`config.mk`:
```
export PLATFORM = sky130hd
export DESIGN_NAME = tftp_block_transfer_engine
export DESIGN_NICKNAME = d
export VERILOG_FILES = /design/src/hw/rtl/tftp_pkg.sv /design/src/hw/rtl/tftp_block_transfer_engine.sv
export SDC_FILE = /design/constraint.sdc
export NUM_CORES = 1
export LEC_CHECK = 0
export BUFFER_PORTS_ARGS = -buffer_cell sky130_fd_sc_hd__buf_2
export CAP_MARGIN = 20
export CELL_PAD_IN_SITES_DETAIL_PLACEMENT = 1
export CELL_PAD_IN_SITES_GLOBAL_PLACEMENT = 1
export CORE_MARGIN = 4
export CORE_UTILIZATION = 49
export CTS_CLUSTER_DIAMETER = 120
export DETAILED_ROUTE_END_ITERATION = 8
export PLACE_DENSITY_LB_ADDON = 0.05
export SETUP_SLACK_MARGIN = 0.15
export SYNTH_ARGS = -nofsm -noshare
export SYNTH_HDL_FRONTEND = slang
export SYNTH_SLANG_ARGS = --single-unit
```
`constraint.sdc`:
```
create_clock -name clk -period 9.6 [get_ports clk]
set_input_delay 0.48 -clock clk [delete_from_list [all_inputs] [get_ports clk]]
set_output_delay 0.48 -clock clk [all_outputs]
set_load 0.02 [all_outputs]
```
`src/hw/rtl/tftp_pkg.sv`:
```
// ----------------------------------------------------------------------------
// TFTP transfer engine package
// Codes, state encoding and result record shared by the transfer engine.
// ----------------------------------------------------------------------------
package tftp_pkg;

	localparam int MaxBlockBytesDef = 512;
	localparam int MaxResults       = 3;

	localparam logic [9:0] BlockSizeRst  = 10'd512;
	localparam logic [7:0] RetryLimitRst = 8'd5;
	localparam logic [9:0] HeaderLen     = 10'd4;

	typedef enum logic [1:0] {
		CMD_REQUEST = 2'd0,
		CMD_PACKET  = 2'd1,
		CMD_TIMEOUT = 2'd2,
		CMD_CHUNK   = 2'd3
	} cmd_t;

	typedef enum logic [2:0] {
		OP_NONE  = 3'd0,
		OP_RRQ   = 3'd1,
		OP_WRQ   = 3'd2,
		OP_DATA  = 3'd3,
		OP_ACK   = 3'd4,
		OP_ERROR = 3'd5
	} opcode_t;

	typedef enum logic [1:0] {
		ACT_SEND    = 2'd0,
		ACT_DELIVER = 2'd1,
		ACT_FETCH   = 2'd2,
		ACT_END     = 2'd3
	} action_t;

	typedef enum logic [1:0] {
		MODE_IDLE     = 2'd0,
		MODE_FETCH    = 2'd1,
		MODE_WAIT_ACK = 2'd2,
		MODE_WRITE    = 2'd3
	} mode_t;

	typedef enum logic [3:0] {
		CFG_BLOCK_SIZE  = 4'd0,
		CFG_RETRY_LIMIT = 4'd1
	} cfg_index_t;

	localparam logic [2:0] ErrNone    = 3'd0;
	localparam logic [2:0] ErrIllegal = 3'd4;

	typedef struct packed {
		logic [1:0]  action;
		logic [2:0]  send_opcode;
		logic [15:0] send_block;
		logic [9:0]  send_length;
		logic [2:0]  error_code;
		logic        end_status;
	} result_t;

	localparam result_t ResultNone = '0;

endpackage

```
`src/hw/rtl/tftp_block_transfer_engine.sv`:
```
// ----------------------------------------------------------------------------
// TFTP block transfer engine
// Lockstep server session engine for read and write transfers.
// ----------------------------------------------------------------------------
// Events enter on the s_axis channel: tuser holds the command, tdata holds
// pkt_opcode, pkt_block, data_length and sink_ok from the lowest bit up.
// Each event causes zero to three result items on m_axis: tuser holds the
// action, tdata holds the packet fields, and tlast marks the final result of
// the event. Registers blksize and retry_limit are written on the cfg
// channel, which is always ready; the user must write them only while no
// item is in flight; the block does not enforce it. Results of an accepted
// item appear the cycle after acceptance. The event logic is combinational,
// so the block takes one item per cycle as long as each item causes at most
// one result and the receiver is ready. An item with k results holds the
// result buffer until all are taken; the next item is accepted in the cycle
// that takes the last. Items that cause no result never stall the input.
// Reset clears the session to idle, block and retry counters to zero and the
// registers to blksize 512 and retry_limit 5. When the receiver stalls,
// the pending result holds and the input stays stalled behind it.
// ----------------------------------------------------------------------------
module tftp_block_transfer_engine #(
	parameter int MAX_BLOCK_BYTES = tftp_pkg::MaxBlockBytesDef
) (
	input  logic        clk,
	input  logic        arst_n,
	input  logic        s_axis_tvalid,
	output logic        s_axis_tready,
	// pkt_opcode[2:0], pkt_block[18:3], data_length[28:19], sink_ok[29]
	input  logic [31:0] s_axis_tdata,
	// command[1:0]
	input  logic [1:0]  s_axis_tuser,
	output logic        m_axis_tvalid,
	input  logic        m_axis_tready,
	// send_opcode[2:0], send_block[18:3], send_length[28:19],
	// error_code[31:29], end_status[32]
	output logic [39:0] m_axis_tdata,
	// action[1:0]
	output logic [1:0]  m_axis_tuser,
	output logic        m_axis_tlast,
	input  logic        cfg_valid,
	output logic        cfg_ready,
	input  logic [3:0]  cfg_index,
	input  logic [9:0]  cfg_data
);
	import tftp_pkg::*;

	localparam logic [16:0] MaxBlk = 17'(MAX_BLOCK_BYTES);

	logic [9:0]  blksize_q;
	logic [7:0]  retry_limit_q;
	mode_t       mode_q, mode_d;
	logic [15:0] block_q, block_d;
	logic [7:0]  retry_q, retry_d;
	logic [9:0]  chunk_q, chunk_d;

	result_t     res_s1 [MaxResults];
	result_t     res_d  [MaxResults];
	logic [1:0]  cnt_s1, cnt_d;
	logic [1:0]  rd_q;

	cmd_t        cmd;
	logic [2:0]  opc;
	logic [15:0] pblock;
	logic [9:0]  dlen;
	logic        sink;
	logic [9:0]  eff_bs;
	logic [9:0]  chunk_new;
	logic        ack_ok;
	logic        data_ok;
	logic        retry_out;
	logic        in_acc;
	logic        out_acc;
	logic        buf_empty;
	logic        out_last;
	result_t     res_out;

	assign cmd    = cmd_t'(s_axis_tuser);
	assign opc    = s_axis_tdata[2:0];
	assign pblock = s_axis_tdata[18:3];
	assign dlen   = s_axis_tdata[28:19];
	assign sink   = s_axis_tdata[29];

	assign eff_bs    = ({7'd0, blksize_q} < MaxBlk) ? blksize_q : MaxBlk[9:0];
	assign chunk_new = (dlen < eff_bs) ? dlen : eff_bs;
	assign ack_ok    = (cmd == CMD_PACKET) && (opc == OP_ACK) && (pblock == block_q);
	assign data_ok   = (opc == OP_DATA) && (pblock == block_q);
	assign retry_out = (retry_q >= retry_limit_q);

	assign cfg_ready = 1'b1;

	always_ff @(posedge clk or negedge arst_n) begin
		if (!arst_n) begin
			blksize_q     <= BlockSizeRst;
			retry_limit_q <= RetryLimitRst;
		end else if (cfg_valid) begin
			if (cfg_index == CFG_BLOCK_SIZE) begin
				blksize_q <= cfg_data;
			end else if (cfg_index == CFG_RETRY_LIMIT) begin
				retry_limit_q <= cfg_data[7:0];
			end
		end
	end

	always_comb begin
		mode_d  = mode_q;
		block_d = block_q;
		retry_d = retry_q;
		chunk_d = chunk_q;
		unique case (cmd)
			CMD_REQUEST: begin
				if (mode_q == MODE_IDLE) begin
					if (opc == OP_RRQ) begin
						mode_d  = MODE_FETCH;
						block_d = 16'd1;
						retry_d = 8'd0;
					end else if (opc == OP_WRQ) begin
						mode_d  = MODE_WRITE;
						block_d = 16'd1;
						retry_d = 8'd0;
					end
				end
			end
			CMD_CHUNK: begin
				if (mode_q == MODE_FETCH) begin
					chunk_d = chunk_new;
					if (retry_limit_q == 8'd0) begin
						mode_d = MODE_IDLE;
					end else begin
						retry_d = 8'd1;
						mode_d  = MODE_WAIT_ACK;
					end
				end
			end
			default: begin
				if (mode_q == MODE_WAIT_ACK) begin
					if (ack_ok) begin
						if (chunk_q < eff_bs) begin
							mode_d = MODE_IDLE;
						end else begin
							block_d = block_q + 16'd1;
							retry_d = 8'd0;
							mode_d  = MODE_FETCH;
						end
					end else if (retry_out) begin
						mode_d = MODE_IDLE;
					end else begin
						retry_d = retry_q + 8'd1;
					end
				end else if (mode_q == MODE_WRITE) begin
					if (cmd == CMD_TIMEOUT || opc == OP_ERROR) begin
						mode_d = MODE_IDLE;
					end else if (data_ok) begin
						if (!sink || dlen < eff_bs) begin
							mode_d = MODE_IDLE;
						end else begin
							block_d = block_q + 16'd1;
						end
					end
				end
			end
		endcase
	end

	always_comb begin
		res_d[0] = ResultNone;
		res_d[1] = ResultNone;
		res_d[2] = ResultNone;
		cnt_d    = 2'd0;
		unique case (cmd)
			CMD_REQUEST: begin
				if (mode_q == MODE_IDLE) begin
					cnt_d = 2'd1;
					if (opc == OP_RRQ) begin
						res_d[0].action     = ACT_FETCH;
						res_d[0].send_block = 16'd1;
					end else if (opc == OP_WRQ) begin
						res_d[0].action      = ACT_SEND;
						res_d[0].send_opcode = OP_ACK;
						res_d[0].send_length = HeaderLen;
					end else begin
						res_d[0].action      = ACT_SEND;
						res_d[0].send_opcode = OP_ERROR;
						res_d[0].send_length = HeaderLen;
						res_d[0].error_code  = ErrIllegal;
					end
				end
			end
			CMD_CHUNK: begin
				if (mode_q == MODE_FETCH) begin
					cnt_d = 2'd1;
					if (retry_limit_q == 8'd0) begin
						res_d[0].action     = ACT_END;
						res_d[0].end_status = 1'b1;
					end else begin
						res_d[0].action      = ACT_SEND;
						res_d[0].send_opcode = OP_DATA;
						res_d[0].send_block  = block_q;
						res_d[0].send_length = chunk_new + HeaderLen;
					end
				end
			end
			default: begin
				if (mode_q == MODE_WAIT_ACK) begin
					cnt_d = 2'd1;
					if (ack_ok) begin
						if (chunk_q < eff_bs) begin
							res_d[0].action = ACT_END;
						end else begin
							res_d[0].action     = ACT_FETCH;
							res_d[0].send_block = block_q + 16'd1;
						end
					end else if (retry_out) begin
						res_d[0].action     = ACT_END;
						res_d[0].end_status = 1'b1;
					end else begin
						res_d[0].action      = ACT_SEND;
						res_d[0].send_opcode = OP_DATA;
						res_d[0].send_block  = block_q;
						res_d[0].send_length = chunk_q + HeaderLen;
					end
				end else if (mode_q == MODE_WRITE) begin
					if (cmd == CMD_TIMEOUT || opc == OP_ERROR) begin
						cnt_d               = 2'd1;
						res_d[0].action     = ACT_END;
						res_d[0].end_status = 1'b1;
					end else if (data_ok) begin
						res_d[0].action      = ACT_DELIVER;
						res_d[0].send_block  = block_q;
						res_d[0].send_length = dlen;
						if (!sink) begin
							cnt_d               = 2'd2;
							res_d[1].action     = ACT_END;
							res_d[1].end_status = 1'b1;
						end else begin
							res_d[1].action      = ACT_SEND;
							res_d[1].send_opcode = OP_ACK;
							res_d[1].send_block  = block_q;
							res_d[1].send_length = HeaderLen;
							if (dlen < eff_bs) begin
								cnt_d           = 2'd3;
								res_d[2].action = ACT_END;
							end else begin
								cnt_d = 2'd2;
							end
						end
					end
				end
			end
		endcase
	end

	assign buf_empty     = (rd_q == cnt_s1);
	assign out_last      = ((rd_q + 2'd1) == cnt_s1);
	assign m_axis_tvalid = !buf_empty;
	assign out_acc       = m_axis_tvalid && m_axis_tready;
	assign s_axis_tready = buf_empty || (out_acc && out_last);
	assign in_acc        = s_axis_tvalid && s_axis_tready;

	always_ff @(posedge clk or negedge arst_n) begin
		if (!arst_n) begin
			mode_q  <= MODE_IDLE;
			block_q <= 16'd0;
			retry_q <= 8'd0;
			chunk_q <= 10'd0;
			cnt_s1  <= 2'd0;
			rd_q    <= 2'd0;
		end else if (in_acc) begin
			mode_q  <= mode_d;
			block_q <= block_d;
			retry_q <= retry_d;
			chunk_q <= chunk_d;
			cnt_s1  <= cnt_d;
			rd_q    <= 2'd0;
		end else if (out_acc) begin
			rd_q <= rd_q + 2'd1;
		end
	end

	always_ff @(posedge clk) begin
		if (in_acc) begin
			res_s1[0] <= res_d[0];
			res_s1[1] <= res_d[1];
			res_s1[2] <= res_d[2];
		end
	end

	always_comb begin
		unique case (rd_q)
			2'd0:    res_out = res_s1[0];
			2'd1:    res_out = res_s1[1];
			2'd2:    res_out = res_s1[2];
			default: res_out = ResultNone;
		endcase
	end

	assign m_axis_tuser = res_out.action;
	assign m_axis_tlast = out_last;
	assign m_axis_tdata = {7'd0, res_out.end_status, res_out.error_code,
		res_out.send_length, res_out.send_block, res_out.send_opcode};

	assert property (@(posedge clk) disable iff (!arst_n)
		rd_q <= cnt_s1)
		else $error("result read index passed the result count");

	assert property (@(posedge clk) disable iff (!arst_n)
		(s_axis_tvalid && s_axis_tready) |-> (!m_axis_tvalid || (m_axis_tready && m_axis_tlast)))
		else $error("item accepted while earlier results are still pending");

	assert property (@(posedge clk) disable iff (!arst_n)
		(m_axis_tvalid && m_axis_tuser == ACT_END) |-> m_axis_tlast)
		else $error("session end is not the last result of its item");

	assert property (@(posedge clk) disable iff (!arst_n)
		(m_axis_tvalid && m_axis_tuser == ACT_END) |-> (mode_q == MODE_IDLE))
		else $error("session end reported while the session stays active");

endmodule

```
## Word level (Yosys, flattened, before mapping)

Memory sizes are Yosys's and may differ from the RTL's.
Cells that the tools add are included.

| word-level totals | value |
|---|---|
| latch bits | 0 |
| memories kept | 1 |
| logic and storage cells | 180 |
| bits in registers | 58 |
| memory bits (writable) | 105 |
| output and inout bits | 46 |
| ROM bits | 0 |
| bits of input ports | 53 |

| cells by class | value |
|---|---|
| $mul | 0 |
| add/sub/neg operators | 5 |
| shift-type cells | 0 |
| order comparisons | 4 |
| mux-type cells | 102 |
| bitwise operators | 2 |
| div/mod/pow operators | 0 |
| reduce and logical (&&, ||, !) cells | 30 |
| equal/unequal tests | 28 |

Memory list:

| memory | depth | width | rd ports | clocked after Yosys merged registers in | write ports | line | text |
|---|---|---|---|---|---|---|---|
| res_s1 | 3 | 35 | 3 | 0 | 3 | tftp_block_transfer_engine.sv:56 | `result_t res_s1 [MaxResults];` |

Operator list:

| kind | number |
|---|---|
| 16-bit two-way mux | 12 |
| 31-bit two-way mux | 5 |
| 35-bit one-hot mux with 3 select lines | 1 |
| 26-bit two-way mux | 4 |
| 8-bit two-way mux | 9 |
| 31-bit one-hot mux with 2 select lines | 1 |
| 2-bit two-way mux | 30 |
| 28-bit two-way mux | 2 |
| 34-bit two-way mux | 1 |
| 32-bit two-way mux | 1 |
| 16-bit one-hot mux with 2 select lines | 1 |
| 10-bit two-way mux | 3 |
| 29-bit two-way mux | 1 |
| 3-bit two-way mux | 9 |
| 10-bit by 3-bit adder with 10-bit output (second input constant) | 2 |
| 10-bit less-than comparator | 2 |
| 1-bit two-way mux | 17 |
| 16-bit by 1-bit adder with 16-bit output (second input constant) | 1 |
| 16-bit equality test | 1 |
| 8-bit one-hot mux with 2 select lines | 1 |
| 8-bit AND reduction | 2 |
| 3-bit by 2-bit inequality test with 1-bit output (second input constant) | 4 |
| 2-bit equality test (second input constant) | 5 |
| 10-bit less-than comparator (second input constant) | 1 |
| 31 further kinds | 55 |

## Longest topological paths before layout

| logic depth | value |
|---|---|
| word-level depth | 10 |
| mapped depth | 14 |
| mapped depth without buffers | 12 |

## Least setup slack after synthesis

OpenSTA, ideal clock, no wires.

| path | value |
|---|---|
| kind | flip-flop to flip-flop |
| start point | register blksize_q[9] |
| end point | memory res_s1[0][12] (netlist name) (data pin) |
| setup time | 188 ps |
| path buffers | 2 |
| data required time | 9412 ps |
| stages on the path, launching flop included | 15 |
| data arrival time | 3120 ps |
| slack | 6292 ps |
| clock period less this slack | 3308 ps |
| cells stage by stage | dfstp_2 > inv_1 > clkbuf_1 > nand2_1 > ha_1 > a211oi_1 > nor2_1 > o31a_1 > nor2_1 > clkbuf_1 > nand2_1 > o21ai_0 > ha_1 > a211oi_1 > o41ai_1 |

RTL lines:

| item | line | text |
|---|---|---|
| start: declaration | tftp_block_transfer_engine.sv:49 | `logic [9:0] blksize_q;` |
| start signal: assignment | tftp_block_transfer_engine.sv:93 | `blksize_q <= BlockSizeRst;` |
| start signal: assignment | tftp_block_transfer_engine.sv:97 | `blksize_q <= cfg_data;` |
| end: declaration | tftp_block_transfer_engine.sv:56 |  |

==> results.yml <==
run_status:
  status: "completed"
die:
  die_area_um2: 17030
  die_y_um: 130.5
  coreArea_um2: 14590
  start_util_pct: 50.39
  die_w_um: 130.5
  boundaryPins: 99
  std_cell_rows: 44
power:
  total_leakage_power_nw: 3.451
  vdd_drop_max_mv: 0.1692
  p_per_area_nw_per_um2: 264.4
routing:
  finalWirelength_mm: 21.60
  viasPerCell: 6.163
  drtPass1Iterations: 5
  wl_per_cell_um: 21.34
  drt_iter0_drc: 365
  drc: 0
  num_vias: 6237
  drtAntennaViolNets: 0
clocking:
  cts.clk_slew.worst_paths_ns: 0.07
  cts_tree: "done"
  cts-root-buf: "clkbuf_16"
  postCtsSetupRepairBufs: 0
  h-tree-depth: 3
  ctsResizeCount: 0
  hold_buffers: 0
  numClockSinks: 111
  clk_latency_ns: 0.36
  clockBufferDepth: 2
  cts_buffers: 9
sta:
  finalSetupViolCount: 0
  tns_ns: 0
  skew_ns: 0.008736
  hold_violations: 0
  fin_crit_sh_pct: 39.39
  drv_slew: 0
  timing.max_slew.rel_slack_pct: 44.63
  worst_pin_slew_ns: 0.8305
  grt_setup_unrepaired: "false"
  period_minus_slack_ns: 3.781
  timing.fmax_mhz: 264.5
  timing.hold.ws_ns: 0.3059
  worst_slack_ns: 5.819
logic_synthesis:
  synthMostInstantiatedCell: "nand2_1"
  yosys_warnings: 0
  ys_seq_elements: 111
  synthesis.area_um2: 7351
  synth.area.top_cells: "edfxtp_1, dfrtp_1, ha_1"
  yosysSeqAreaShare_pct: 41.45
  synth_top_area_share_pct: 21.65
  synth_edf_count: 53
  netlist.top_cell.by_area: "edfxtp_1"
  ys.flop_type: "dfrtp_1"
  synth_cell_type_count: 71
  syn_inst: 768
  synth-async-reset-ratio_pct: 52.25
  syn_area_per_cell_um2: 9.571
  synth_common_cells: "nand2_1, nor2_1, dfrtp_1"
setup_path:
  critPathMostFrequentCell: "nand2_1"
  rrSetupSlack_ns: 5.82
  required_ns: 9.75
  slowest_delay_ns: 0.58
  worst_setup_path_end_kind: "flop"
  arrival_ns: 3.93
  start_kind: "flop"
  crit_slowest_cell: "o31ai_1"
  cpLargestDelayFamily: "simple AND/OR/NAND/NOR gates"
  worstPathCellList: "inv_1, nand2_1, ha_1, nor4b_1, nor3_1, o31ai_1, nand2_1, mux2i_1, nor2_1, o311ai_1"
  critPathMaxFanout: 17
  crit_buf_inv: 1
  path_class: "reg2reg"
placement:
  placed_area_um2: 7794
  place_worst_setup_slack_ns: 5.407
  port-buffer-count: 86
  dp_hpwl_mm: 15.64
  globalplace.congestion: 0.8921
cells_and_area:
  fin_nets: 913
  drive_gt1_share_pct: 18.38
  fin_area_um2: 8155
  fillers: 1663
  syn_to_final_growth_pct: 10.94
global_route:
  antenna_found_initial: 0
  grt_pass1_wl_mm: 34.65
  track_usage_pct: 25.92
  grt_pass1_vias: 6574
  grt_max_degree: 59
  grt_remaining_overflow: 0
job:
  max-cap-violations: 0
hold_path:
  holdCritPathClass: "in2async"
-- sequential cells by signal (all words and copies together), names as in the netlist --
signal	flops
blksize_q	10
mode_q	2
chunk_q	10
retry_q	8
res_s1	53
cnt_s1	2
retry_limit_q	8
block_q	16
rd_q	2
-- cell usage in the layout (no fill, tap or decap), drive strengths merged, types with 17 or more instances in the layout --
master	synthesis	layout
o211ai	18	18
buf	27	94
a22oi	19	19
and2	31	31
nand2	70	70
o21ai	18	18
ha	38	38
a21oi	46	46
xnor2	24	24
nand4	17	17
dfrtp	55	55
nand3	26	26
nor2	56	56
mux2	22	22
edfxtp	53	53
inv	34	35
-- cell type report --
cell class | count | area [um^2] | area share (%)
repair buffers | 95 | 501.7 | 6.152
well taps | 184 | 230.2 | 2.823
diodes | 1 | 2.502 | 0.03068
multi-input cells | 571 | 3902 | 47.85
inverters | 34 | 127.6 | 1.565
flip-flops and latches | 111 | 3047 | 37.36
clock buffers | 9 | 225.2 | 2.762
clock inverters | 7 | 118.9 | 1.458
-- power by group --
group	internal (W)	switching, W
logic	0.000325	0.000599
registers	0.000675	0.000120
clock network	0.000256	0.000181
-- metrics by stage --
stage | instances | total power, W | util [%]
6_report | 1012 | 0.002157 | 55.90
5_1_grt | 1011 | 0.002296 | 55.88
4_1_cts | 1009 | 0.002174 | 55.78
3_5_place_dp | 993 | 0.001725 | 53.42
3_3_place_gp | 992 | 0.001669 | 53.34
2_1_floorplan | 776 | 0.001413 | -
-- cell families after synthesis --
family	synth area share, %
multiplexers	4.187
adder cells (fa/ha/maj)	6.468
buffers and inverters	6.042
AO/OA/AOI/OAI	19.03
AND/OR/NAND/NOR	18.94
XOR/XNOR	3.779
flip-flops	41.45
other	0.1022
-- worst paths after layout --
check	from	to	cells after the start
min in group clk	cfg_data[9]	blksize_q[9]	3
hold reg to reg	blksize_q[1]	blksize_q[1]	1
setup / recovery	blksize_q[9]	res_s1[0][11]	10
setup reg to reg	blksize_q[9]	res_s1[0][11]	10
max in group asynchronous	arst_n	block_q[3]	2
hold / removal	arst_n	blksize_q[6]	2
-- per-layer routing --
layer,track usage (%),vias to the layer above,wire length [um]
met5,0,-,0
met4,8.953,0,526
met3,3.455,35,791
met2,45.63,144,11010
met1,32.82,3139,9266
li1,-,2919,-
No activity file was read; power rests on OpenSTA's default activity.
